## src/rtl/fprp_pkg.sv

```systemverilog
`timescale 1ns / 1ps
// ---------------------------------------------------------------------------
// fprp_pkg: shared types and constants of the request parser
// Status codes, item codes, result kinds and the per-type item sequences.
// ---------------------------------------------------------------------------
package fprp_pkg;

  localparam int MaxWalkNames = 16;

  localparam logic [1:0] KIND_FIELD = 2'd0;
  localparam logic [1:0] KIND_BYTE  = 2'd1;
  localparam logic [1:0] KIND_END   = 2'd2;

  localparam logic [1:0] ST_OK   = 2'd0;
  localparam logic [1:0] ST_PKT  = 2'd1;
  localparam logic [1:0] ST_PATH = 2'd2;
  localparam logic [1:0] ST_VER  = 2'd3;

  localparam logic [4:0] IT_END    = 5'd0;
  localparam logic [4:0] IT_F1     = 5'd1;
  localparam logic [4:0] IT_F2     = 5'd2;
  localparam logic [4:0] IT_F4     = 5'd3;
  localparam logic [4:0] IT_F8     = 5'd4;
  localparam logic [4:0] IT_STR    = 5'd5;
  localparam logic [4:0] IT_NAME   = 5'd6;
  localparam logic [4:0] IT_NWNAME = 5'd7;
  localparam logic [4:0] IT_WNAMES = 5'd8;
  localparam logic [4:0] IT_RCOUNT = 5'd9;
  localparam logic [4:0] IT_WCOUNT = 5'd10;
  localparam logic [4:0] IT_DATA   = 5'd11;
  localparam logic [4:0] IT_VMSIZE = 5'd12;
  localparam logic [4:0] IT_VSTR   = 5'd13;
  localparam logic [4:0] IT_STATN  = 5'd14;
  localparam logic [4:0] IT_STATSZ = 5'd15;
  localparam logic [4:0] IT_SSTR   = 5'd16;

  localparam logic [3:0] ROW_NONE = 4'd15;
  localparam logic [7:0] TYPE_VERSION = 8'd100;

  // one result item
  typedef struct packed {
    logic [1:0]  kind;
    logic [7:0]  mtype;
    logic [15:0] tag;
    logic [4:0]  pos;
    logic [63:0] value;
    logic [1:0]  status;
    logic        eom;
  } result_t;

  // map a type byte to its sequence row
  function automatic logic [3:0] type_row(input logic [7:0] t);
    logic [3:0] r;
    case (t)
      8'd100: r = 4'd0;
      8'd102: r = 4'd1;
      8'd104: r = 4'd2;
      8'd108: r = 4'd3;
      8'd110: r = 4'd4;
      8'd112: r = 4'd5;
      8'd114: r = 4'd6;
      8'd116: r = 4'd7;
      8'd118: r = 4'd8;
      8'd120, 8'd122, 8'd124: r = 4'd9;
      8'd126: r = 4'd10;
      default: r = ROW_NONE;
    endcase
    return r;
  endfunction

  function automatic logic [4:0] min_body(input logic [3:0] r);
    logic [4:0] m;
    case (r)
      4'd0: m = 5'd6;
      4'd1: m = 5'd8;
      4'd2: m = 5'd12;
      4'd3: m = 5'd2;
      4'd4: m = 5'd10;
      4'd5: m = 5'd5;
      4'd6: m = 5'd11;
      4'd7: m = 5'd16;
      4'd8: m = 5'd16;
      4'd9: m = 5'd4;
      4'd10: m = 5'd6;
      default: m = 5'd0;
    endcase
    return m;
  endfunction

  // item sequence table
  function automatic logic [4:0] item_at(input logic [3:0] r, input logic [4:0] i);
    logic [4:0] it;
    it = IT_END;
    case (r)
      4'd0: case (i)
        5'd0: it = IT_VMSIZE;
        5'd1: it = IT_VSTR;
        default: it = IT_END;
      endcase
      4'd1: case (i)
        5'd0: it = IT_F4;
        5'd1, 5'd2: it = IT_STR;
        default: it = IT_END;
      endcase
      4'd2: case (i)
        5'd0, 5'd1: it = IT_F4;
        5'd2, 5'd3: it = IT_STR;
        default: it = IT_END;
      endcase
      4'd3: it = (i == 5'd0) ? IT_F2 : IT_END;
      4'd4: case (i)
        5'd0, 5'd1: it = IT_F4;
        5'd2: it = IT_NWNAME;
        5'd3: it = IT_WNAMES;
        default: it = IT_END;
      endcase
      4'd5: case (i)
        5'd0: it = IT_F4;
        5'd1: it = IT_F1;
        default: it = IT_END;
      endcase
      4'd6: case (i)
        5'd0, 5'd2: it = IT_F4;
        5'd1: it = IT_NAME;
        5'd3: it = IT_F1;
        default: it = IT_END;
      endcase
      4'd7: case (i)
        5'd0: it = IT_F4;
        5'd1: it = IT_F8;
        5'd2: it = IT_RCOUNT;
        default: it = IT_END;
      endcase
      4'd8: case (i)
        5'd0: it = IT_F4;
        5'd1: it = IT_F8;
        5'd2: it = IT_WCOUNT;
        5'd3: it = IT_DATA;
        default: it = IT_END;
      endcase
      4'd9: it = (i == 5'd0) ? IT_F4 : IT_END;
      4'd10: case (i)
        5'd0: it = IT_F4;
        5'd1: it = IT_STATN;
        5'd2: it = IT_STATSZ;
        5'd3: it = IT_F2;
        5'd4: it = IT_F4;
        5'd5: it = IT_F1;
        5'd6: it = IT_F4;
        5'd7: it = IT_F8;
        5'd8, 5'd9, 5'd10: it = IT_F4;
        5'd11: it = IT_F8;
        5'd12, 5'd13, 5'd14, 5'd15: it = IT_SSTR;
        default: it = IT_END;
      endcase
      default: it = IT_END;
    endcase
    return it;
  endfunction

  function automatic logic [3:0] item_width(input logic [4:0] it);
    logic [3:0] w;
    case (it)
      IT_F1: w = 4'd1;
      IT_F4, IT_RCOUNT, IT_WCOUNT, IT_VMSIZE: w = 4'd4;
      IT_F8: w = 4'd8;
      default: w = 4'd2;
    endcase
    return w;
  endfunction

  function automatic logic [7:0] version_char(input logic [2:0] i);
    logic [7:0] c;
    case (i)
      3'd0: c = 8'h39;
      3'd1: c = 8'h50;
      3'd2: c = 8'h32;
      default: c = 8'h30;
    endcase
    return c;
  endfunction

endpackage

```

## src/rtl/file_protocol_request_parser.sv

```systemverilog
`timescale 1ns / 1ps
// ---------------------------------------------------------------------------
// file_protocol_request_parser: server-side request stream parser
// Splits a byte stream of file protocol requests into field, byte and end
// results with a status.
// ---------------------------------------------------------------------------
// Usage:
//   s_axis carries one request byte per transaction in tdata.
//   m_axis carries one result per transaction; tlast marks the end result.
//   cfg writes initial_msize (index 0) or min_msize (index 1); write only
//   while idle. Writing initial_msize also reloads the negotiated size.
// Throughput: one byte per cycle; a byte yields at most two results, and the
//   engine pauses input while the four-entry result queue has fewer than two
//   free slots, so the output port delivering one result per cycle sets the
//   sustained rate when bytes produce two results.
// Results are registered in the result queue before they appear on m_axis.
// Reset: synchronous; queue empties, registers return to 8192 and 4096,
//   parser waits for a length field.
// Receiver stall: results queue up; once the queue is near full, s_axis
//   tready drops until the receiver drains it.
// ---------------------------------------------------------------------------
module file_protocol_request_parser
  import fprp_pkg::*;
(
  input  logic        clk,
  input  logic        rst,
  input  logic        s_axis_tvalid,
  output logic        s_axis_tready,
  input  logic [7:0]  s_axis_tdata,   // in_byte[7:0]
  output logic        m_axis_tvalid,
  input  logic        m_axis_tready,
  // field_position[4:0], field_value[68:5], pad to 72
  output logic [71:0] m_axis_tdata,
  // result_kind[1:0], message_type[9:2], message_tag[25:10], end_status[27:26]
  output logic [27:0] m_axis_tuser,
  output logic        m_axis_tlast,   // end_of_message
  input  logic        cfg_valid,
  output logic        cfg_ready,
  input  logic [0:0]  cfg_index,
  input  logic [31:0] cfg_data
);

  localparam logic [0:0] REG_INITIAL_MSIZE = 1'd0;
  localparam logic [0:0] REG_MIN_MSIZE     = 1'd1;

  logic [31:0] min_msize;
  logic        cfg_wr, cfg_wr0, room, push0, push1, accept;
  result_t     res0, res1, qout;

  assign cfg_ready = 1'b1;
  assign cfg_wr    = cfg_valid && cfg_ready;
  assign cfg_wr0   = cfg_wr && cfg_index == REG_INITIAL_MSIZE;

  // configuration register; initial_msize goes straight into the engine
  always_ff @(posedge clk) begin
    if (rst) begin
      min_msize <= 32'd4096;
    end else if (cfg_wr) begin
      if (cfg_index == REG_MIN_MSIZE) min_msize <= cfg_data;
    end
  end

  assign s_axis_tready = room;
  assign accept = s_axis_tvalid && s_axis_tready;

  fprp_front u_front (
    .clk(clk), .rst(rst), .byte_valid(accept), .byte_data(s_axis_tdata),
    .cfg_wr0(cfg_wr0), .initial_msize(cfg_data), .min_msize(min_msize),
    .push0(push0), .push1(push1), .res0(res0), .res1(res1)
  );

  fprp_queue u_queue (
    .clk(clk), .rst(rst), .push0(push0), .push1(push1), .res0(res0),
    .res1(res1), .room(room), .out_valid(m_axis_tvalid),
    .out_ready(m_axis_tready), .out_data(qout)
  );

  assign m_axis_tdata = {3'd0, qout.value, qout.pos};
  assign m_axis_tuser = {qout.status, qout.tag, qout.mtype, qout.kind};
  assign m_axis_tlast = qout.eom;

endmodule

```

## src/rtl/fprp_front.sv

```systemverilog
`timescale 1ns / 1ps
// ---------------------------------------------------------------------------
// fprp_front: per-byte parse engine
// Accepts one stream byte per cycle, classifies it against the message
// layout and pushes up to two result items into the queue.
// ---------------------------------------------------------------------------
module fprp_front
  import fprp_pkg::*;
(
  input  logic        clk,
  input  logic        rst,
  input  logic        byte_valid,
  input  logic [7:0]  byte_data,
  input  logic        cfg_wr0,
  input  logic [31:0] initial_msize,
  input  logic [31:0] min_msize,
  output logic        push0,
  output logic        push1,
  output result_t     res0,
  output result_t     res1
);

  localparam logic [2:0] PH_LEN   = 3'd0;
  localparam logic [2:0] PH_TYPE  = 3'd1;
  localparam logic [2:0] PH_TAG   = 3'd2;
  localparam logic [2:0] PH_FIELD = 3'd3;
  localparam logic [2:0] PH_STR   = 3'd4;
  localparam logic [2:0] PH_DATA  = 3'd5;
  localparam logic [2:0] PH_DONE  = 3'd6;
  localparam logic [2:0] PH_SKIP  = 3'd7;

  logic [31:0] negotiated_msize, negotiated_msize_next;
  logic        version_accepted, version_accepted_next;
  logic [31:0] message_length, message_length_next;
  logic [31:0] byte_position, byte_position_next;
  logic [7:0]  header_type, header_type_next;
  logic [15:0] header_tag, header_tag_next;
  logic [63:0] field_shift, field_shift_next;
  logic [4:0]  field_counter, field_counter_next;
  logic [15:0] string_remaining, string_remaining_next;
  logic [4:0]  walk_names_left, walk_names_left_next;
  logic [1:0]  pending_status, pending_status_next;
  logic [2:0]  parse_phase, parse_phase_next;
  logic [4:0]  item_index, item_index_next;
  logic [3:0]  field_bytes_left, field_bytes_left_next;
  logic [31:0] stat_end, stat_end_next;
  logic [31:0] proposed_msize, proposed_msize_next;

  // combinational scratch
  logic [31:0] bp1, rem, slft, len, lim;
  logic [3:0]  row;
  logic [4:0]  it, nit, ei;
  logic [63:0] fs, v;
  logic [15:0] sr;
  logic [1:0]  st;
  logic        bad, emit_f, enter, sfin;
  logic [5:0]  vidx;
  logic [64:0] sum65;

  always_comb begin
    negotiated_msize_next = negotiated_msize;
    version_accepted_next = version_accepted;
    message_length_next   = message_length;
    byte_position_next    = byte_position;
    header_type_next      = header_type;
    header_tag_next       = header_tag;
    field_shift_next      = field_shift;
    field_counter_next    = field_counter;
    string_remaining_next = string_remaining;
    walk_names_left_next  = walk_names_left;
    pending_status_next   = pending_status;
    parse_phase_next      = parse_phase;
    item_index_next       = item_index;
    field_bytes_left_next = field_bytes_left;
    stat_end_next         = stat_end;
    proposed_msize_next   = proposed_msize;
    push0 = 1'b0;
    push1 = 1'b0;
    res0  = '0;
    res1  = '0;
    bp1   = byte_position + 32'd1;
    rem   = (message_length > bp1) ? message_length - bp1 : 32'd0;
    slft  = (stat_end > bp1) ? stat_end - bp1 : 32'd0;
    row   = type_row(header_type);
    it    = item_at(row, item_index);
    len   = {byte_data, field_shift[23:0]};
    lim   = (negotiated_msize >= 32'd11) ? negotiated_msize - 32'd11 : 32'd0;
    fs    = {byte_data, field_shift[63:8]};
    v     = fs >> (7'd64 - {item_width(it), 3'd0});
    sr    = string_remaining - 16'd1;
    vidx  = field_shift[5:0] - string_remaining[5:0];
    sum65 = {33'd0, bp1} + {1'b0, v};
    bad   = 1'b0;
    emit_f = 1'b0;
    enter  = 1'b0;
    sfin   = 1'b0;
    ei     = item_index;
    nit    = IT_END;
    st     = ST_OK;

    if (cfg_wr0) begin
      negotiated_msize_next = initial_msize;
    end

    if (byte_valid) begin
      if (parse_phase == PH_LEN) begin
        byte_position_next = bp1;
        case (byte_position[1:0])
          2'd0: field_shift_next[7:0]   = byte_data;
          2'd1: field_shift_next[15:8]  = byte_data;
          2'd2: field_shift_next[23:16] = byte_data;
          default: field_shift_next[31:24] = byte_data;
        endcase
        if (byte_position[1:0] == 2'd3) begin
          field_shift_next = '0;
          if (len < 32'd7 || len > negotiated_msize) begin
            push0 = 1'b1;
            res0  = '{kind: KIND_END, mtype: 8'd0, tag: 16'd0, pos: 5'd0,
                      value: 64'd0, status: ST_PKT, eom: 1'b1};
            header_type_next = 8'd0;
            header_tag_next  = 16'd0;
            byte_position_next = '0;
          end else begin
            message_length_next = len;
            parse_phase_next = PH_TYPE;
          end
        end
      end else begin
        byte_position_next = bp1;
        case (parse_phase)
          PH_TYPE: begin
            header_type_next = byte_data;
            parse_phase_next = PH_TAG;
          end
          PH_TAG: begin
            if (bp1 == 32'd6) begin
              header_tag_next = {8'd0, byte_data};
            end else begin
              header_tag_next = {byte_data, header_tag[7:0]};
              if (!version_accepted && header_type != TYPE_VERSION) begin
                bad = 1'b1; st = ST_PKT;
              end else if (row == ROW_NONE) begin
                bad = 1'b1; st = ST_PKT;
              end else if (message_length - 32'd7 < {27'd0, min_body(row)}) begin
                bad = 1'b1; st = ST_PKT;
              end else begin
                ei = 5'd0;
                field_counter_next = 5'd0;
                enter = 1'b1;
              end
            end
          end
          PH_FIELD: begin
            field_shift_next = fs;
            field_bytes_left_next = (field_bytes_left > 4'd0) ?
                                    field_bytes_left - 4'd1 : 4'd0;
            if (field_bytes_left <= 4'd1) begin
              // field complete
              case (it)
                IT_RCOUNT: begin
                  v = (v > {32'd0, lim}) ? {32'd0, lim} : v;
                  emit_f = 1'b1;
                end
                IT_WCOUNT: begin
                  if (v < {32'd0, rem}) begin
                    bad = 1'b1; st = ST_PKT;
                  end else begin
                    v = (v > {32'd0, lim}) ? {32'd0, lim} : v;
                    emit_f = 1'b1;
                  end
                end
                IT_VMSIZE: begin
                  if (v < {32'd0, min_msize}) begin
                    bad = 1'b1; st = ST_PKT;
                  end else begin
                    proposed_msize_next = v[31:0];
                    emit_f = 1'b1;
                  end
                end
                IT_NWNAME: begin
                  if (v > 64'(MaxWalkNames)) begin
                    bad = 1'b1; st = ST_PATH;
                  end else begin
                    walk_names_left_next = v[4:0];
                    emit_f = 1'b1;
                  end
                end
                IT_STATN: begin
                  if (v > {32'd0, rem} || v < 64'd49) begin
                    bad = 1'b1; st = ST_PKT;
                  end else begin
                    stat_end_next = bp1 + v[31:0];
                    emit_f = 1'b1;
                  end
                end
                IT_STATSZ: begin
                  if (v < 64'd47 || sum65 > {33'd0, stat_end}) begin
                    bad = 1'b1; st = ST_PKT;
                  end else begin
                    stat_end_next = bp1 + v[31:0];
                    emit_f = 1'b1;
                  end
                end
                IT_STR, IT_NAME, IT_WNAMES, IT_VSTR, IT_SSTR: begin
                  if (it == IT_NAME) begin
                    bad = (v < 64'd1) || ((v + 64'd5) > {32'd0, rem});
                  end else if (it == IT_SSTR) begin
                    bad = v > {32'd0, slft};
                  end else begin
                    bad = v > {32'd0, rem};
                  end
                  if (bad) begin
                    st = ST_PKT;
                  end else if (it == IT_WNAMES && v == 64'd0) begin
                    bad = 1'b1; st = ST_PATH;
                  end else if (it == IT_VSTR && v < 64'd6) begin
                    bad = 1'b1; st = ST_VER;
                  end else begin
                    push0 = 1'b1;
                    res0  = '{kind: KIND_FIELD, mtype: header_type, tag: header_tag,
                              pos: field_counter, value: v, status: ST_OK, eom: 1'b0};
                    field_shift_next = v;
                    string_remaining_next = v[15:0];
                    if (v == 64'd0) begin
                      sfin = 1'b1;
                    end else begin
                      parse_phase_next = PH_STR;
                    end
                  end
                end
                default: emit_f = 1'b1;
              endcase
              if (emit_f) begin
                push0 = 1'b1;
                res0  = '{kind: KIND_FIELD, mtype: header_type, tag: header_tag,
                          pos: field_counter, value: v, status: ST_OK, eom: 1'b0};
                field_counter_next = field_counter + 5'd1;
                ei = item_index + 5'd1;
                enter = 1'b1;
              end
            end
          end
          PH_STR: begin
            if (it == IT_VSTR && vidx < 6'd6 && field_shift[63:6] == 58'd0 &&
                byte_data != version_char(vidx[2:0])) begin
              bad = 1'b1; st = ST_VER;
            end else if (it == IT_VSTR && field_shift[63:16] == 48'd0 &&
                         {48'd0, field_shift[15:0]} - {48'd0, string_remaining} < 64'd6 &&
                         byte_data != version_char(vidx[2:0])) begin
              bad = 1'b1; st = ST_VER;
            end else begin
              push0 = 1'b1;
              res0  = '{kind: KIND_BYTE, mtype: header_type, tag: header_tag,
                        pos: field_counter, value: {56'd0, byte_data},
                        status: ST_OK, eom: 1'b0};
              string_remaining_next = sr;
              if (sr == 16'd0) sfin = 1'b1;
            end
          end
          PH_DATA: begin
            push0 = 1'b1;
            res0  = '{kind: KIND_BYTE, mtype: header_type, tag: header_tag,
                      pos: field_counter, value: {56'd0, byte_data},
                      status: ST_OK, eom: 1'b0};
          end
          default: ;
        endcase

        // string finished: next name or next item
        if (sfin) begin
          field_counter_next = field_counter + 5'd1;
          if (it == IT_WNAMES) begin
            walk_names_left_next = walk_names_left - 5'd1;
            ei = item_index;
          end else begin
            ei = item_index + 5'd1;
          end
          enter = 1'b1;
        end

        // enter next item; an empty name list skips one entry
        if (enter) begin
          nit = item_at(row, ei);
          if (nit == IT_WNAMES && walk_names_left_next == 5'd0) begin
            ei  = ei + 5'd1;
            nit = item_at(row, ei);
          end
          item_index_next = ei;
          if (nit == IT_END) begin
            parse_phase_next = PH_DONE;
          end else if (nit == IT_DATA) begin
            parse_phase_next = PH_DATA;
          end else if (nit == IT_SSTR && slft < 32'd2) begin
            bad = 1'b1; st = ST_PKT;
          end else begin
            parse_phase_next = PH_FIELD;
            field_bytes_left_next = item_width(nit);
            field_shift_next = '0;
          end
        end

        if (bad) begin
          if (pending_status == ST_OK) pending_status_next = st;
          parse_phase_next = PH_SKIP;
        end

        // end of message
        if (bp1 >= message_length) begin
          st = pending_status_next;
          if (st == ST_OK && parse_phase_next != PH_DONE && parse_phase_next != PH_DATA) begin
            st = ST_PKT;
          end
          if (st == ST_OK && header_type_next == TYPE_VERSION) begin
            if (proposed_msize_next < negotiated_msize) begin
              negotiated_msize_next = proposed_msize_next;
            end
            version_accepted_next = 1'b1;
          end
          if (push0) begin
            push1 = 1'b1;
            res1  = '{kind: KIND_END, mtype: header_type_next, tag: header_tag_next,
                      pos: 5'd0, value: 64'd0, status: st, eom: 1'b1};
          end else begin
            push0 = 1'b1;
            res0  = '{kind: KIND_END, mtype: header_type_next, tag: header_tag_next,
                      pos: 5'd0, value: 64'd0, status: st, eom: 1'b1};
          end
          byte_position_next = '0;
          field_shift_next   = '0;
          message_length_next = '0;
          field_counter_next = '0;
          string_remaining_next = '0;
          walk_names_left_next = '0;
          pending_status_next = ST_OK;
          parse_phase_next = PH_LEN;
          item_index_next = '0;
          field_bytes_left_next = '0;
          stat_end_next = '0;
          proposed_msize_next = '0;
        end
      end
    end
  end

  // hold parse state
  always_ff @(posedge clk) begin
    if (rst) begin
      negotiated_msize <= 32'd8192;
      version_accepted <= 1'b0;
      message_length   <= '0;
      byte_position    <= '0;
      header_type      <= '0;
      header_tag       <= '0;
      field_shift      <= '0;
      field_counter    <= '0;
      string_remaining <= '0;
      walk_names_left  <= '0;
      pending_status   <= ST_OK;
      parse_phase      <= PH_LEN;
      item_index       <= '0;
      field_bytes_left <= '0;
      stat_end         <= '0;
      proposed_msize   <= '0;
    end else begin
      negotiated_msize <= negotiated_msize_next;
      version_accepted <= version_accepted_next;
      message_length   <= message_length_next;
      byte_position    <= byte_position_next;
      header_type      <= header_type_next;
      header_tag       <= header_tag_next;
      field_shift      <= field_shift_next;
      field_counter    <= field_counter_next;
      string_remaining <= string_remaining_next;
      walk_names_left  <= walk_names_left_next;
      pending_status   <= pending_status_next;
      parse_phase      <= parse_phase_next;
      item_index       <= item_index_next;
      field_bytes_left <= field_bytes_left_next;
      stat_end         <= stat_end_next;
      proposed_msize   <= proposed_msize_next;
    end
  end

  // a second result only ever follows a first one
  assert property (@(posedge clk) disable iff (rst) push1 |-> push0)
    else $error("second push without first");
  assert property (@(posedge clk) disable iff (rst) push1 |-> res1.eom && !res0.eom)
    else $error("second result is not the message end");
  assert property (@(posedge clk) disable iff (rst) (push0 && !byte_valid) |-> 1'b0)
    else $error("result without a byte");

endmodule

```

## src/rtl/fprp_queue.sv

```systemverilog
`timescale 1ns / 1ps
// ---------------------------------------------------------------------------
// fprp_queue: result queue between engine and output port
// Takes up to two results per cycle, delivers one per cycle while out_ready is high.
// ---------------------------------------------------------------------------
module fprp_queue
  import fprp_pkg::*;
(
  input  logic    clk,
  input  logic    rst,
  input  logic    push0,
  input  logic    push1,
  input  result_t res0,
  input  result_t res1,
  output logic    room,
  output logic    out_valid,
  input  logic    out_ready,
  output result_t out_data
);

  localparam int Depth = 4;
  localparam int AW = $clog2(Depth);

  result_t mem [Depth];
  logic [AW-1:0] wptr, rptr;
  logic [AW:0]   count;
  logic          pop;
  logic [1:0]    npush;

  assign pop       = out_valid && out_ready;
  assign npush     = {1'b0, push0} + {1'b0, push1};
  assign out_valid = count != '0;
  assign out_data  = mem[rptr];
  // two free slots are needed since one byte can cause two results
  assign room      = count <= (AW+1)'(Depth - 2);

  // write and advance
  always_ff @(posedge clk) begin
    if (push0) mem[wptr] <= res0;
    if (push1) mem[wptr + AW'(1)] <= res1;
  end

  always_ff @(posedge clk) begin
    if (rst) begin
      wptr  <= '0;
      rptr  <= '0;
      count <= '0;
    end else begin
      wptr  <= wptr + AW'(npush);
      if (pop) rptr <= rptr + AW'(1);
      count <= count + (AW+1)'(npush) - (AW+1)'(pop);
    end
  end

  assert property (@(posedge clk) disable iff (rst) count <= (AW+1)'(Depth))
    else $error("queue overflow");
  assert property (@(posedge clk) disable iff (rst) (push0 || push1) |-> room)
    else $error("push without room");
  assert property (@(posedge clk) disable iff (rst)
                   (out_valid && !out_ready) |=> out_valid)
    else $error("stalled result lost");

endmodule
```

## config.mk

```make
export PLATFORM = sky130hd
export DESIGN_NAME = file_protocol_request_parser
export DESIGN_NICKNAME = d
export VERILOG_FILES = /design/src/rtl/fprp_pkg.sv /design/src/rtl/file_protocol_request_parser.sv /design/src/rtl/fprp_front.sv /design/src/rtl/fprp_queue.sv
export SDC_FILE = /design/constraint.sdc
export NUM_CORES = 2
export LEC_CHECK = 0
export ABC_CLOCK_PERIOD_IN_PS = 19000
export BUFFER_PORTS_ARGS = -buffer_cell sky130_fd_sc_hd__buf_2
export CORE_MARGIN = 10
export CORE_UTILIZATION = 45
export DETAILED_ROUTE_END_ITERATION = 7
export PLACE_DENSITY = 0.74
export SKIP_CTS_REPAIR_TIMING = 1
export SYNTH_ARGS = -nofsm -noshare
export SYNTH_HDL_FRONTEND = slang
export SYNTH_HIERARCHICAL = 1
export SYNTH_SLANG_ARGS = --single-unit
```

## constraint.sdc

```tcl
create_clock -name clk -period 19 [get_ports clk]
set_input_delay 0 -clock clk [delete_from_list [all_inputs] [get_ports clk]]
set_output_delay 0 -clock clk [all_outputs]
set_load 0.03 [all_outputs]
```

==> results by group <==
Die
  – # rows: 129
  – Die outline width: 374 um
  – Die ar.: 140,000 um2
  – Num ports: 150
  – Starting density of the core: 0.455
  – Core ar.: 124,000 um2
  – Die Span Y: 374 um

STA
  – Clk_skew: 68.4 ps
  – Fmax: 0.0558 GHz
  – Tcrit/Tclk final: 0.944
  – Transition time of the tightest slew-check pin: 1300 ps
  – Final hold vios: 0
  – Worst hold slack: 18.2 ps
  – TNS Setup: 0 ps
  – Worst setup margin: 1060 ps
  – RSZ-0062 raised after global routing: false
  – Post-route minimum period: 17,940 ps
  – Final Setup Violations: 0
  – Slew Limit Fails: 0
  – Relative slew slack: 0.130

Synthesis
  – Register area share after synthesis: 0.327
  – Cell area after synthesis: 56,400 um2
  – Post-synth EDFFs: 392
  – Yosys top cell area share: 0.209
  – Most used DFF post-synth: edfxtp_1
  – Fraction of registers with async set/reset: 0
  – Ranking of synthesized cells by area: edfxtp_1 (21%), dfxtp_1 (12%), ha_1 (8.9%)
  – Cells after synthesis: 6,177
  – Post-synthesis register bit count: 727
  – Post-synth top area cell: edfxtp_1
  – Post-Syn Area per Cell: 9.14 um2
  – Distinct cell type count after synthesis: 125
  – Ys Warns: 6

Layout
  – Layout cells sized above 1: 0.169
  – Syn-to-layout area delta: 10.2%
  – Non-Filler Instances: 7,978
  – Fin nets: 6,723
  – Filler cell count: 11,197

Routing
  – Drt pass-1 iters: 8
  – Routed wire length: 221,000 um
  – DRC: 8
  – Via Count: 51,895
  – DR vias/cell: 6.50
  – DRT antenna net count: 0
  – DR WL/cell: 27.6 um
  – Starting DRC count in detailed routing: 6,865

CTS
  – CTS sink count: 727
  – Number of H-tree levels: 3
  – CTS Buf Count: 81
  – Clock-pin slew of the registers on the worst-case setup and hold paths: 60 ps
  – CTS Root Cell: clkbuf_16
  – Clk_lat worst skew: 750 ps
  – CTS tree: yes
  – Clk buf depth: 3

Critical path
  – Arr. time, crit path: 18,510 ps
  – CP top delay family: compound AO/OA/AOI/OAI gates
  – CP startpoint kind: flop
  – Slowest Stage Delay on Critical Path: 890 ps
  – Setup CP Type: flop to flop
  – CP endpoint kind: flop
  – Bufs and invs on worst path: 4
  – R2R cell count: 56
  – Worst Path Max Fanout: 32
  – Slowest cell on the critical path: dfxtp_1
  – Crit path depth: 56
  – Req. time, crit path: 19,580 ps

Global routing
  – Largest net degree at the start of global routing: 99
  – Initial antenna violation count: 7
  – GRT overflow: 0
  – Vias in the first global route: 49,001
  – First-pass GRT wire length: 321,000 um
  – Overall routing resource usage: 0.298

Power and ir drop
  – Power per cell area: 72.4 nW/um2
  – Leakage dissipation: 24.2 nW
  – Peak VDD IR: 65.6 uV

Run status
  – Failing checks: DRC
  – Status: finished with violations

Worst hold path
  – Hold Crit Depth: 4
  – Worst min-delay path category: input port to flop

Place
  – Final Wtd Congestion: 1.03
  – Placement Setup Slack: 1550 ps
  – Port bufs: 145
  – Hpwl dp: 160,000 um
  – Placed cell count: 7,746

Run
  – Max_cap viols: 0
[stage by stage]
step | total power [mW] | instance area [um2] | util
6_report | 4.51 | 62200 | 0.501
5_1_grt | 4.66 | 62200 | 0.501
4_1_cts | 4.48 | 61400 | 0.495
3_5_place_dp | 2.83 | 58600 | 0.472
3_3_place_gp | 2.82 | 58600 | 0.472
2_1_floorplan | 2.49 | 56700 | -
[final timing paths]
path                                                 start                            to  slack, ps
worst max register to register      u_front/header_type[4]  u_front/negotiated_msize[22]       1060
worst min register to register  u_front/proposed_msize[24]    u_front/proposed_msize[24]        450
worst max-delay path                u_front/header_type[4]  u_front/negotiated_msize[22]       1060
worst min-delay path                             cfg_index                  min_msize[6]         20
[tightest hold or removal path: cells and delay by family]
kind / cells / cell delay [ps]
AOI/OAI and AO/OA: 1 / 70
buffers and inverters: 2 / 420
and+or+nand+nor: 1 / 190
[layout by cell type, fill, tap and decap left out, types with 85 or more instances in the layout]
cell,synthesis,layout
xnor2_1,142,142
nor2_1,536,527
buf_2,95,144
mux4_2,98,98
o21ai_0,296,292
a21oi_1,383,381
buf_4,87,145
nand2_1,519,516
nand4_1,114,114
edfxtp_1,392,392
ha_1,402,402
nand3_1,246,246
dfxtp_1,335,333
a22oi_1,116,116
a21o_1,85,85
mux2_2,410,410
inv_1,266,266
nor3_1,138,137
[routing by layer]
layer | global-route usage | vias to the layer above | part of all wire
li1 | - | 23036 | -
met1 | 0.366 | 25044 | 0.38
met2 | 0.471 | 3032 | 0.45
met3 | 0.0640 | 781 | 0.098
met4 | 0.190 | 2 | 0.076
met5 | 0 | - | 0.000059
[final cells by class]
type,count,area (um2),area share
multi-input cells,4814,35100,0.565
flip-flops and latches,727,18500,0.297
repair buffers,374,2730,0.0438
clock buffers,101,2180,0.0351
well taps,1637,2050,0.0329
inverters,272,1020,0.0164
clock inverters,48,599,0.00963
diodes,5,12.5,0.000201
[report_power, final]
group          switching (mW)  total (mW)  leakage (nW)  internal [mW]
Combinational           0.707        1.11          16.6          0.402
Clock                   0.729        1.67          1.35          0.938
Sequential             0.0641        1.73          6.32           1.67
[logic make-up after synthesis]
family,share of synthesized area
multiplexers,0.143
AO/OA/AOI/OAI,0.176
AND/OR/NAND/NOR,0.176
buffers and inverters,0.0572
adder cells (fa/ha/maj),0.0909
XOR/XNOR,0.0292
other,0.000200
flip-flops,0.327
[state kept, by name, indices dropped and copies added (netlist names), 31 cells and up, named ones only]
register,flops
min_msize,32
u_front/byte_position,31
u_front/field_shift,64
u_front/message_length,32
u_front/negotiated_msize,32
u_front/proposed_msize,32
u_front/stat_end,32
u_queue/mem,392
[cell usage after synthesis, drive strengths merged (36+ instances only)]
cell    instances
o21ai         320
a21o           85
a31oi          43
nand2b         57
a211oi         45
o211ai         47
a22oi         116
nand2         521
nor2          538
and2           76
nor4           61
nand4         114
xnor2         142
ha            402
buf           220
or3            43
o21a           42
inv           269
a22o           64
mux4           98
a221oi         36
dfxtp         335
mux2          457
and3           53
nand3         247
mux2i          68
nor3          140
nor2b          66
xor2           41
clkbuf        215
edfxtp        392
a21oi         400
(Power assumes the default switching activity.)
